--- src/rtl/core/voew_pkg.sv ---
`timescale 1ns / 1ps
package voew_pkg;

  localparam int unsigned MaxOrder   = 5;
  localparam int unsigned NumWeights = 6;
  localparam int unsigned NumTimes   = 7;
  localparam int unsigned WeightFrac = 40;

  typedef logic [63:0]  word_t;
  typedef logic [127:0] dword_t;

  // status codes
  typedef enum logic [1:0] {
    ST_OK       = 2'd0,
    ST_ORD_ZERO = 2'd1,
    ST_ORD_HIGH = 2'd2,
    ST_SAT      = 2'd3
  } status_e;

  // sequencer states
  typedef enum logic [3:0] {
    S_IDLE,
    S_SLDA,
    S_SDIFF,
    S_NLDA,
    S_NDIFF,
    S_DLDA,
    S_DDIFF,
    S_MUL,
    S_DIV,
    S_CHECK,
    S_FIN,
    S_ACC,
    S_OUT
  } state_e;

  // commands to the shared multiply / divide unit
  typedef struct packed {
    logic start_mul;
    logic start_div;
  } md_ctrl_t;

endpackage

--- src/rtl/core/voew_muldiv.sv ---
`timescale 1ns / 1ps
// shared shift-add multiplier and restoring divider over one 128-bit register
module voew_muldiv (
  input  logic              clk_i,
  input  logic              rst_ni,
  input  voew_pkg::md_ctrl_t ctrl_i,
  input  voew_pkg::word_t   mul_a_i,
  input  voew_pkg::word_t   mul_b_i,
  input  voew_pkg::word_t   div_d_i,
  output logic              busy_o,
  output voew_pkg::dword_t  result_o
);
  import voew_pkg::*;

  logic        busy_q, busy_d;
  logic        div_q, div_d;
  logic [6:0]  cnt_q, cnt_d;
  dword_t      acc_q, acc_d;
  word_t       ma_q, ma_d;
  word_t       mb_q, mb_d;
  word_t       dv_q, dv_d;
  word_t       rem_q, rem_d;
  logic [64:0] sh;
  logic [64:0] diff;

  assign sh   = {rem_q, acc_q[127]};
  assign diff = sh - {1'b0, dv_q};

  always_comb begin
    busy_d = busy_q;
    div_d  = div_q;
    cnt_d  = cnt_q;
    acc_d  = acc_q;
    ma_d   = ma_q;
    mb_d   = mb_q;
    dv_d   = dv_q;
    rem_d  = rem_q;
    if (ctrl_i.start_mul) begin
      busy_d = 1'b1;
      div_d  = 1'b0;
      cnt_d  = 7'd63;
      acc_d  = '0;
      ma_d   = mul_a_i;
      mb_d   = mul_b_i;
    end else if (ctrl_i.start_div) begin
      busy_d = 1'b1;
      div_d  = 1'b1;
      cnt_d  = 7'd127;
      rem_d  = '0;
      dv_d   = div_d_i;
    end else if (busy_q) begin
      if (!div_q) begin
        // one multiplier bit per cycle, msb first
        acc_d = {acc_q[126:0], 1'b0} + (mb_q[63] ? {64'd0, ma_q} : 128'd0);
        mb_d  = {mb_q[62:0], 1'b0};
      end else begin
        // one quotient bit per cycle
        if (!diff[64]) begin
          rem_d = diff[63:0];
          acc_d = {acc_q[126:0], 1'b1};
        end else begin
          rem_d = sh[63:0];
          acc_d = {acc_q[126:0], 1'b0};
        end
      end
      if (cnt_q == 7'd0) busy_d = 1'b0;
      else               cnt_d  = cnt_q - 7'd1;
    end
  end

  always_ff @(posedge clk_i or negedge rst_ni) begin
    if (!rst_ni) begin
      busy_q <= 1'b0;
      div_q  <= 1'b0;
      cnt_q  <= '0;
    end else begin
      busy_q <= busy_d;
      div_q  <= div_d;
      cnt_q  <= cnt_d;
    end
  end

  always_ff @(posedge clk_i) begin
    acc_q <= acc_d;
    ma_q  <= ma_d;
    mb_q  <= mb_d;
    dv_q  <= dv_d;
    rem_q <= rem_d;
  end

  assign busy_o   = busy_q;
  assign result_o = acc_q;

endmodule

--- src/rtl/core/variable_order_extrapolation_weights_top.sv ---
`timescale 1ns / 1ps
// Polynomial extrapolation weights for a variable-order predictor. One request carries the
// current time, six past times (signed Q32.32), the step number and the stepper order; one
// result carries six Q24.40 weights, an apply flag and a status code. The order is the
// fixed_order register when nonzero, else the stepper order. Requests inside the set-up steps
// or with a bad order skip the computation. Otherwise every term of the Newton form goes
// through a sign pass and then one multiply-divide step per numerator factor on a single
// shared serial unit, which first multiplies and then divides. The block takes one request
// at a time; tready is high only when it is idle.
module variable_order_extrapolation_weights_top (
  input  logic          clk_i,
  input  logic          rst_ni,
  // apb configuration
  input  logic          psel,
  input  logic          penable,
  input  logic          pwrite,
  input  logic [2:0]    paddr,
  input  logic [31:0]   pwdata,
  output logic [31:0]   prdata,
  output logic          pready,
  // input stream
  input  logic          s_axis_tvalid,
  output logic          s_axis_tready,
  // time_now, time_back1..time_back6 (64 each), step_number (32), stepper_order (3), pad
  input  logic [487:0]  s_axis_tdata,
  // output stream
  output logic          m_axis_tvalid,
  input  logic          m_axis_tready,
  // weight0..weight5 (64 each), apply_predictor (1), status (2), pad
  output logic [391:0]  m_axis_tdata
);
  import voew_pkg::*;

  localparam word_t One   = word_t'(1) << WeightFrac;
  localparam word_t CapP  = {1'b0, {63{1'b1}}};
  localparam word_t CapN  = {1'b1, 63'd0};

  // configuration register
  logic [2:0] fixed_order_q;
  always_ff @(posedge clk_i or negedge rst_ni) begin
    if (!rst_ni) begin
      fixed_order_q <= '0;
    end else if (psel && penable && pwrite && pready && !paddr[2]) begin
      fixed_order_q <= pwdata[2:0];
    end
  end
  assign pready = 1'b1;
  assign prdata = paddr[2] ? 32'd0 : {29'd0, fixed_order_q};

  // sequencer state
  state_e      state_q, state_d;
  word_t       t_q [NumTimes];
  logic [2:0]  order_q, order_d;
  logic [2:0]  i_q, i_d;
  logic [2:0]  j_q, j_d;
  logic [3:0]  c_q, c_d;
  logic [2:0]  m_q, m_d;
  logic        s_q, s_d;
  logic        sat_q, sat_d;
  word_t       r_q, r_d;
  word_t       opa_q, opa_d;
  word_t       nm_q, nm_d;
  word_t       dm_q, dm_d;
  word_t       term_q, term_d;
  word_t       w_q [NumWeights];
  logic        w_clr;
  logic        w_we;
  word_t       w_wdata;
  status_e     stat_q, stat_d;
  logic        out_valid_q;
  logic        out_load;
  word_t       ow_q [NumWeights];
  logic        o_apply_q;
  status_e     o_stat_q;
  logic        computed_q;

  // unit interface
  md_ctrl_t    md_ctrl;
  logic        md_busy;
  dword_t      md_res;

  voew_muldiv u_muldiv (
    .clk_i    (clk_i),
    .rst_ni   (rst_ni),
    .ctrl_i   (md_ctrl),
    .mul_a_i  (r_q),
    .mul_b_i  (nm_q),
    .div_d_i  (dm_q),
    .busy_o   (md_busy),
    .result_o (md_res)
  );

  // request decode
  logic [2:0]  in_ord;
  logic [2:0]  in_setup;
  logic [31:0] in_step;
  logic        accept;
  assign s_axis_tready = (state_q == S_IDLE);
  assign in_ord   = (fixed_order_q != 3'd0) ? fixed_order_q : s_axis_tdata[482:480];
  assign in_setup = (fixed_order_q != 3'd0) ? fixed_order_q : 3'd1;
  assign in_step  = s_axis_tdata[479:448];
  assign accept   = s_axis_tvalid && s_axis_tready;

  // time read port and difference unit
  logic [2:0]  rd_idx;
  word_t       rd_val;
  logic        df_neg;
  word_t       df_mag;
  logic [2:0]  sk;   // k of the sign pass
  logic [2:0]  dk;   // k of the current denominator
  assign rd_val = t_q[rd_idx];
  assign df_neg = $signed(opa_q) < $signed(rd_val);
  assign df_mag = df_neg ? (rd_val - opa_q) : (opa_q - rd_val);
  assign sk     = 3'(c_q - {1'b0, i_q});
  assign dk     = (m_q < j_q) ? m_q : (m_q + 3'd1);

  // saturating accumulate
  logic [64:0] acc_sum;
  word_t       w_cur;
  assign w_cur   = w_q[j_q];
  assign acc_sum = {w_cur[63], w_cur} + {term_q[63], term_q};

  logic        q_ovf;
  word_t       cap;
  assign cap   = s_q ? CapN : CapP;
  assign q_ovf = (md_res[127:64] != 64'd0) || (md_res[63:0] > cap);

  always_comb begin
    state_d  = state_q;
    order_d  = order_q;
    i_d      = i_q;
    j_d      = j_q;
    c_d      = c_q;
    m_d      = m_q;
    s_d      = s_q;
    sat_d    = sat_q;
    r_d      = r_q;
    opa_d    = opa_q;
    nm_d     = nm_q;
    dm_d     = dm_q;
    term_d   = term_q;
    stat_d   = stat_q;
    w_clr    = 1'b0;
    w_we     = 1'b0;
    w_wdata  = acc_sum[63:0];
    md_ctrl  = '0;
    rd_idx   = 3'd0;
    out_load = 1'b0;
    case (state_q)
      S_IDLE: begin
        if (accept) begin
          w_clr   = 1'b1;
          order_d = in_ord;
          sat_d   = 1'b0;
          i_d     = 3'd0;
          j_d     = 3'd0;
          c_d     = 4'd0;
          s_d     = 1'b0;
          r_d     = One;
          if (in_step <= {29'd0, in_setup}) begin
            stat_d  = ST_OK;
            state_d = S_OUT;
          end else if (in_ord == 3'd0) begin
            stat_d  = ST_ORD_ZERO;
            state_d = S_OUT;
          end else if (in_ord > 3'(MaxOrder)) begin
            stat_d  = ST_ORD_HIGH;
            state_d = S_OUT;
          end else begin
            stat_d  = ST_OK;
            state_d = S_SLDA;
          end
        end
      end
      // sign pass over numerator and denominator factors
      S_SLDA: begin
        if (c_q > {i_q, 1'b0}) begin
          if (i_q == 3'd0) begin
            state_d = S_FIN;
          end else begin
            m_d     = 3'd0;
            state_d = S_NLDA;
          end
        end else if (c_q < {1'b0, i_q}) begin
          rd_idx  = 3'd0;
          opa_d   = rd_val;
          state_d = S_SDIFF;
        end else if (sk == j_q) begin
          c_d = c_q + 4'd1;
        end else begin
          rd_idx  = j_q + 3'd1;
          opa_d   = rd_val;
          state_d = S_SDIFF;
        end
      end
      S_SDIFF: begin
        rd_idx  = (c_q < {1'b0, i_q}) ? (c_q[2:0] + 3'd1) : (sk + 3'd1);
        s_d     = s_q ^ df_neg;
        c_d     = c_q + 4'd1;
        state_d = S_SLDA;
      end
      // one multiply-divide step
      S_NLDA: begin
        rd_idx  = 3'd0;
        opa_d   = rd_val;
        state_d = S_NDIFF;
      end
      S_NDIFF: begin
        rd_idx  = m_q + 3'd1;
        nm_d    = df_mag;
        state_d = S_DLDA;
      end
      S_DLDA: begin
        rd_idx  = j_q + 3'd1;
        opa_d   = rd_val;
        state_d = S_DDIFF;
      end
      S_DDIFF: begin
        rd_idx = dk + 3'd1;
        dm_d   = df_mag;
        if (df_mag == 64'd0) begin
          r_d     = cap;
          sat_d   = 1'b1;
          state_d = S_FIN;
        end else begin
          md_ctrl.start_mul = 1'b1;
          state_d = S_MUL;
        end
      end
      S_MUL: begin
        if (!md_busy) begin
          md_ctrl.start_div = 1'b1;
          state_d = S_DIV;
        end
      end
      S_DIV: begin
        if (!md_busy) state_d = S_CHECK;
      end
      S_CHECK: begin
        if (q_ovf) begin
          r_d     = cap;
          sat_d   = 1'b1;
          state_d = S_FIN;
        end else begin
          r_d = md_res[63:0];
          if (m_q == i_q - 3'd1) begin
            state_d = S_FIN;
          end else begin
            m_d     = m_q + 3'd1;
            state_d = S_NLDA;
          end
        end
      end
      S_FIN: begin
        term_d  = s_q ? (~r_q + 64'd1) : r_q;
        state_d = S_ACC;
      end
      S_ACC: begin
        w_we = 1'b1;
        if (acc_sum[64] != acc_sum[63]) begin
          sat_d   = 1'b1;
          w_wdata = acc_sum[64] ? CapN : CapP;
        end
        c_d = 4'd0;
        s_d = 1'b0;
        r_d = One;
        if (j_q < i_q) begin
          j_d     = j_q + 3'd1;
          state_d = S_SLDA;
        end else if (i_q < order_q) begin
          i_d     = i_q + 3'd1;
          j_d     = 3'd0;
          state_d = S_SLDA;
        end else begin
          state_d = S_OUT;
        end
      end
      S_OUT: begin
        if (sat_q) stat_d = ST_SAT;
        if (!out_valid_q || m_axis_tready) begin
          out_load = 1'b1;
          state_d  = S_IDLE;
        end
      end
      default: state_d = S_IDLE;
    endcase
  end

  always_ff @(posedge clk_i or negedge rst_ni) begin
    if (!rst_ni) begin
      state_q     <= S_IDLE;
      out_valid_q <= 1'b0;
      stat_q      <= ST_OK;
      sat_q       <= 1'b0;
    end else begin
      state_q <= state_d;
      stat_q  <= stat_d;
      sat_q   <= sat_d;
      if (out_load)                          out_valid_q <= 1'b1;
      else if (m_axis_tready)                out_valid_q <= 1'b0;
    end
  end

  // apply only for a request that ran the computation
  always_ff @(posedge clk_i or negedge rst_ni) begin
    if (!rst_ni) computed_q <= 1'b0;
    else if (accept) computed_q <= 1'b0;
    else if (state_q == S_ACC) computed_q <= 1'b1;
  end

  // datapath registers
  always_ff @(posedge clk_i) begin
    order_q <= order_d;
    i_q     <= i_d;
    j_q     <= j_d;
    c_q     <= c_d;
    m_q     <= m_d;
    s_q     <= s_d;
    r_q     <= r_d;
    opa_q   <= opa_d;
    nm_q    <= nm_d;
    dm_q    <= dm_d;
    term_q  <= term_d;
    if (accept) begin
      for (int n = 0; n < NumTimes; n++) t_q[n] <= s_axis_tdata[64*n +: 64];
    end
    if (w_clr) begin
      for (int n = 0; n < NumWeights; n++) w_q[n] <= '0;
    end else if (w_we) begin
      w_q[j_q] <= w_wdata;
    end
    if (out_load) begin
      for (int n = 0; n < NumWeights; n++) ow_q[n] <= w_q[n];
      o_apply_q <= (stat_d == ST_OK) && computed_q;
      o_stat_q  <= stat_d;
    end
  end

  assign m_axis_tvalid = out_valid_q;
  always_comb begin
    m_axis_tdata = '0;
    for (int n = 0; n < NumWeights; n++) m_axis_tdata[64*n +: 64] = ow_q[n];
    m_axis_tdata[384]     = o_apply_q;
    m_axis_tdata[386:385] = o_stat_q;
  end

  // checks
  a_ready_unit_idle: assert property (@(posedge clk_i) disable iff (!rst_ni)
    s_axis_tready |-> !md_busy) else $error("request taken while unit busy");
  a_apply_ok: assert property (@(posedge clk_i) disable iff (!rst_ni)
    (m_axis_tvalid && m_axis_tdata[384]) |-> (m_axis_tdata[386:385] == ST_OK))
    else $error("apply with bad status");
  a_check_unit_done: assert property (@(posedge clk_i) disable iff (!rst_ni)
    (state_q == S_CHECK) |-> !md_busy) else $error("quotient read while unit busy");
  a_bad_order_zero: assert property (@(posedge clk_i) disable iff (!rst_ni)
    (m_axis_tvalid && (m_axis_tdata[386:385] == ST_ORD_ZERO ||
                       m_axis_tdata[386:385] == ST_ORD_HIGH))
    |-> (m_axis_tdata[383:0] == 384'd0)) else $error("weights set for bad order");

endmodule
--- config.mk ---
export PLATFORM = sky130hd
export DESIGN_NAME = variable_order_extrapolation_weights_top
export DESIGN_NICKNAME = d
export VERILOG_FILES = /design/src/rtl/core/voew_pkg.sv /design/src/rtl/core/voew_muldiv.sv /design/src/rtl/core/variable_order_extrapolation_weights_top.sv
export SDC_FILE = /design/constraint.sdc
export NUM_CORES = 2
export LEC_CHECK = 0
export BUFFER_PORTS_ARGS = -buffer_cell sky130_fd_sc_hd__buf_2
export CORE_MARGIN = 2
export CORE_UTILIZATION = 54
export DETAILED_ROUTE_END_ITERATION = 16
export PLACE_DENSITY = 0.76
export SLEW_MARGIN = 20
export SYNTH_ARGS = -nofsm -noshare
export SYNTH_HDL_FRONTEND = slang
export SYNTH_HIERARCHICAL = 1
export SYNTH_SLANG_ARGS = --single-unit
--- constraint.sdc ---
create_clock -name clk_i -period 19.26 [get_ports clk_i]
set_clock_uncertainty 0.05 [all_clocks]
set_input_delay 3.852 -clock clk_i [delete_from_list [all_inputs] [get_ports clk_i]]
set_output_delay 3.852 -clock clk_i [all_outputs]
set_load 0.05 [all_outputs]
== After elaboration in Yosys (flattened, before gate mapping) ==
Memories as Yosys holds them, arrays and structs flattened. A register that Yosys moved wholly into a read port is not among the register bits.
Index checks and enable logic that the tools add are counted.

* Register bits: 745
* Bits in latches: 0
* Memory bits (writable): 1216
* ROM bits: 0
* Bits of input ports: 530
* Output and inout port bits: 427
* Word-level logic and storage cells: 257
* Memories kept: 3

{| class="wikitable"
|+ Memories
! name !! words !! width !! rd ports !! clocked after Yosys merged registers in !! wr ports !! RTL line !! source
|-
| t_q || 7 || 64 || 1 || 0 || 7 || variable_order_extrapolation_weights_top.sv:52 || <nowiki>word_t t_q [NumTimes];</nowiki>
|-
| ow_q || 6 || 64 || 6 || 0 || 6 || variable_order_extrapolation_weights_top.sv:72 || <nowiki>word_t ow_q [NumWeights];</nowiki>
|-
| w_q || 6 || 64 || 7 || 1 || 6 || variable_order_extrapolation_weights_top.sv:65 || <nowiki>word_t w_q [NumWeights];</nowiki>
|}

* Add/sub/neg operators: 16
* Multiply operators: 0
* Div/mod/pow operators: 0
* Magnitude comparators: 9
* Equality and inequality tests: 37
* Shift-type cells: 0
* Muxes and demuxes: 114
* Bitwise operators: 4
* Reduce and logical (&&, ||, !) cells: 47

{| class="wikitable"
|+ Operator list
! kind !! number
|-
| 64-bit 2-to-1 mux || 21
|-
| 64-bit case mux with 4 select lines || 1
|-
| 128-bit by 64-bit adder with 128-bit output || 1
|-
| 128-bit 2-to-1 mux || 1
|-
| 64-bit case mux with 2 select lines || 1
|-
| 64-bit subtractor || 2
|-
| 4-bit 2-to-1 mux || 20
|-
| 64-bit by 64-bit adder with 65-bit output || 1
|-
| 65-bit by 64-bit subtractor with 65-bit output || 1
|-
| 64-bit by 1-bit adder with 64-bit output (second input constant) || 1
|-
| 64-bit > comparator || 1
|-
| 64-bit zero test || 1
|-
| 64-bit < comparator || 1
|-
| 64-bit inverter || 1
|-
| 64-bit nonzero test || 1
|-
| 64-bit OR reduction || 1
|-
| 3-bit 2-to-1 mux || 19
|-
| 4-bit case mux with 13 select lines || 1
|-
| 1-bit 2-to-1 mux || 33
|-
| 32-bit by 3-bit <= comparator with 1-bit output || 1
|-
| 2-bit != test (second input constant) || 16
|-
| 7-bit 2-to-1 mux || 4
|-
| 4-bit equality test (second input constant) || 5
|-
| 5-bit AND reduction || 4
|-
| 40 further kinds || 88
|}

== Depth between registers and ports, before layout ==
An unclocked memory read counts as a cell.

* Depth after elaboration: 14
* Depth in mapped cells: 41
* Depth with buffers taken out: 35

== Hierarchy ==
Netlist, hierarchy kept.

{| class="wikitable"
|+ By module, submodules not included
! module !! instances !! cells each !! area an instance (um^2) !! sequential area each (um^2)
|-
| variable_order_extrapolation_weights_top || 1 || 5922 || 78332.6 || 50928.8
|-
| voew_muldiv || 1 || 2734 || 25175.4 || 10475.0
|}

== Worst setup path before layout ==
OpenSTA, ideal clock, no wires.

* Path kind: input to register
* Start: input port m_axis_tready
* End: register o_apply_q, enable pin
* Library setup time: 1.184 ns
* Arrival time: 20.861 ns
* Required time: 18.026 ns
* Slack: -2.835 ns
* Stages: 2
* Path buffers: 0
* Cells stage by stage: nand2b_1 > nor2b_1

* Longest elaborated chain between the ends: 3

{| class="wikitable"
|+ RTL lines
! what !! RTL line !! source
|-
| start, declared || variable_order_extrapolation_weights_top.sv:28 || <nowiki>input logic m_axis_tready,</nowiki>
|-
| 1-bit logical OR || variable_order_extrapolation_weights_top.sv:280 || <nowiki>if (!out_valid_q || m_axis_tready) begin</nowiki>
|-
| 1-bit 2-to-1 mux || variable_order_extrapolation_weights_top.sv:280 ||
|-
| 1-bit 2-to-1 mux || variable_order_extrapolation_weights_top.sv:149 || <nowiki>case (state_q)</nowiki>
|-
| net out_load || variable_order_extrapolation_weights_top.sv:71 || <nowiki>logic out_load;</nowiki>
|-
| end signal, assigned || variable_order_extrapolation_weights_top.sv:334 || <nowiki>o_apply_q <= (stat_d == ST_OK) && computed_q;</nowiki>
|-
| end, declared || variable_order_extrapolation_weights_top.sv:73 || <nowiki>logic o_apply_q;</nowiki>
|}

The timed path passes the listed nets, and every way through them passes these cells.
A chain may end at the register's enable or synchronous reset.

==> summary.md <==
| Metric | Value |
|---|---|
| Run status | `completed` |
| Sequential-to-total area share from yosys stat | `59.32%` |
| Top FF cell, synth | `edfxtp_1` |
| # port buffers | `885` |
| Most common cell after layout, fill and taps aside | `edfxtp_1` |
| Die Y | `441.8 µm` |
| Hold WC Path Type | `flop to flop` |
| Iter 0 DRT Violations | `8397` |
| Final core utilization | `61.63%` |
| Yosys top cell area share | `56.28%` |
| Yosys warnings | `6` |
| Cells after Synth | `8656` |
| FF+latch count, synth | `2092` |
| HPWL Detailed | `225.2 mm` |
| Total die area | `0.1952 mm²` |
| Actual slew at the worst max-slew pin | `1.155 ns` |
| TritonCTS Buffers | `207` |
| Relative slew margins | `22.19%` |
| Initial Util | `54.37%` |
| CTS sink cnt | `2092` |
| FILL cells | `14430` |
| Rows | `160` |
| Max Clock Freq | `75.81 MHz` |
| Post-synth top area cell | `edfxtp_1` |
| Min Clock Period, post-route | `13.19 ns` |
| Mapped Avg Cell Area | `11.96 µm²` |
| Ratio of cells with drive above 1 in the final layout | `17.68%` |
| CP required | `19.66 ns` |
| Worst stage delay on the critical path | `0.78 ns` |
| Cell Area, Synth | `0.1035 mm²` |
| Max Root-Sink Buffers | `3` |
| H-tree levels | `4` |
| Setup violators final | `0` |
| Layout area overhead | `13.36%` |
| First-pass DRT Iterations | `6` |
| Final Hold Violating Endpoints | `0` |
| DR vias | `74940` |
| Critical path fanouts, max | `132` |
| Slew Viols, Final | `0` |
| Die width | `441.8 µm` |
| Post-CTS setup buffer count | `0` |
| Hold depth | `0` |
| Max cap viols | `0` |
| Global Route Usage Sum | `30.82%` |
| DRT antenna net count | `0` |
| First-pass GRT wire length | `455.5 mm` |
| Ys async rst share | `1.004%` |
| Most frequent cells in the layout | `1940 x edfxtp_1, 885 x buf_2, 839 x nor2_1` |
| Clock Tree Root | `clkbuf_16` |
| Routed wire length | `308.5 mm` |
| Critical Path Source Type | `flop` |
| Area of the multi-input gates | `0.03905 mm²` |
| Initial antenna violation count | `38` |
| Arrival @ worst endpoint | `13.59 ns` |
| Drc violations | `0` |
| Vias/cell | `6.182` |
| Congestion Overflow GR | `0` |
| FF-to-FF path depth | `36` |
| EDFF count, synth | `1940` |
| Core Region | `0.1904 mm²` |
| CTS tree | `yes` |
| Unrepaired setup endpoints after global routing | `false` |
| Unique masters post-synth | `114` |
| CTS Hold Bufs | `0` |
| Ranking of synthesized cells by area | `edfxtp_1 56%, ha_1 4.9%, nor2_1 3.1%` |
| DR WL/cell | `25.45 µm` |
| Reg area | `0.06142 mm²` |
| R2r setup slk | `6.07 ns` |
| Routability cong. | `0.9672` |
| CP Class | `flop to flop` |
| Vias in the first global route | `71790` |
| Slowest cell on the critical path | `edfxtp_1` |
| # IOs | `957` |
| CP Capture Type | `flop` |
| Clock-pin slew on the worst setup and hold paths | `0.06 ns` |
| Fin crit share | `68.49%` |
| Nets | `10350` |
| Pin count of the biggest net entering global routing | `141` |
| Post-CTS sizing | `0` |
| Worst-Skew Late Latency | `0.91 ns` |
| Setup TNS | `0 ns` |
## synthesized netlist by cell type, types with 63 or more instances
master and number:
edfxtp_1 1940, nor2_1 849, nand2_1 808, a21oi_1 538, o21ai_0 409, ha_1 406
inv_1 366, clkbuf_1 324, xnor2_1 264, a21o_1 229, nand3_1 182, nand4_1 151
xor2_1 138, mux2i_1 137, mux2_2 133, dfxtp_1 131, mux4_2 128, o211ai_1 117
nor3_1 116, a211oi_1 112, and2_1 96, nor4_1 73, buf_2 65, o21ai_1 64
a31oi_1 63, o21bai_1 63
## worst max-delay path, delay by kind of cell, from the launching register on
kind / cells / cell delay [ns]
flops: 1 / 0.78
simple gates: 10 / 3.07
mux: 2 / 0.54
xor+xnor: 2 / 0.39
compound gates: 12 / 3.80
buf+inv: 6 / 2.66
fa+ha+maj: 4 / 1.26
## registers in the layout, indices dropped and copies added (netlist names), 4 cells and up, named ones only
signal,cells
ow_q,384
w_q,512
u_muldiv/ma_q,64
t_q,448
state_q,4
u_muldiv/rem_q,64
r_q,64
c_q,4
nm_q,64
u_muldiv/result_o,128
u_muldiv/dv_q,64
term_q,64
u_muldiv/cnt_q,7
dm_q,64
opa_q,64
u_muldiv/mb_q,64
## per-layer routing
metal / track usage [%] / wire (µm)
met5: 0 / 75
met4: 13.69 / 14900
met3: 5.144 / 26880
met2: 49.56 / 144300
met1: 41.41 / 122400
## worst paths after layout
check	start	end
worst min-delay path	dm_q[0]	u_muldiv/dv_q[0]
worst max register to register	j_q[1]	u_muldiv/rem_q[30]
max in group asynchronous	rst_ni	state_q[3]
worst max-delay path	j_q[1]	u_muldiv/rem_q[30]
min in group asynchronous	rst_ni	m_axis_tvalid
worst min register to register	dm_q[0]	u_muldiv/dv_q[0]
## cells by family after synthesis
group | share of synthesized area, %
buffers and inverters | 3.288
other | 0.007255
adder cells (fa/ha/maj) | 5.024
AO/OA/AOI/OAI | 11.95
flip-flops | 59.32
AND/OR/NAND/NOR | 11.44
multiplexers | 5.568
XOR/XNOR | 3.402
## per-stage QoR
| step | area, µm² | instances | setup WS [ns] | hold slack (ns) |
|---|---|---|---|---|
| global placement | 110200 | 11700 | 6.296 | 0.3537 |
| finish | 117300 | 12120 | 6.068 | 0.3298 |
| detailed placement | 110200 | 11700 | 6.181 | 0.3545 |
| CTS | 117200 | 12090 | 6.115 | 0.3317 |
| floorplan | 103600 | 8689 | 1.960 | 0.3503 |
| global route | 117300 | 12110 | 5.220 | 0.3379 |
## final cells by class
| type | instances | area share (%) |
|---|---|---|
| Timing Repair Buffer | 979 | 4.422 |
| Multi-Input combinational cell | 5756 | 33.28 |
| Antenna cell | 32 | 0.06824 |
| Clock inverter | 138 | 1.411 |
| Clock buffer | 248 | 4.622 |
| Sequential cell | 2092 | 52.34 |
| Tap cell | 2511 | 2.677 |
| Inverter | 367 | 1.180 |
Power is not shown: default switching activity piles up to over one toggle a cycle in this logic, so the estimate is an artifact.
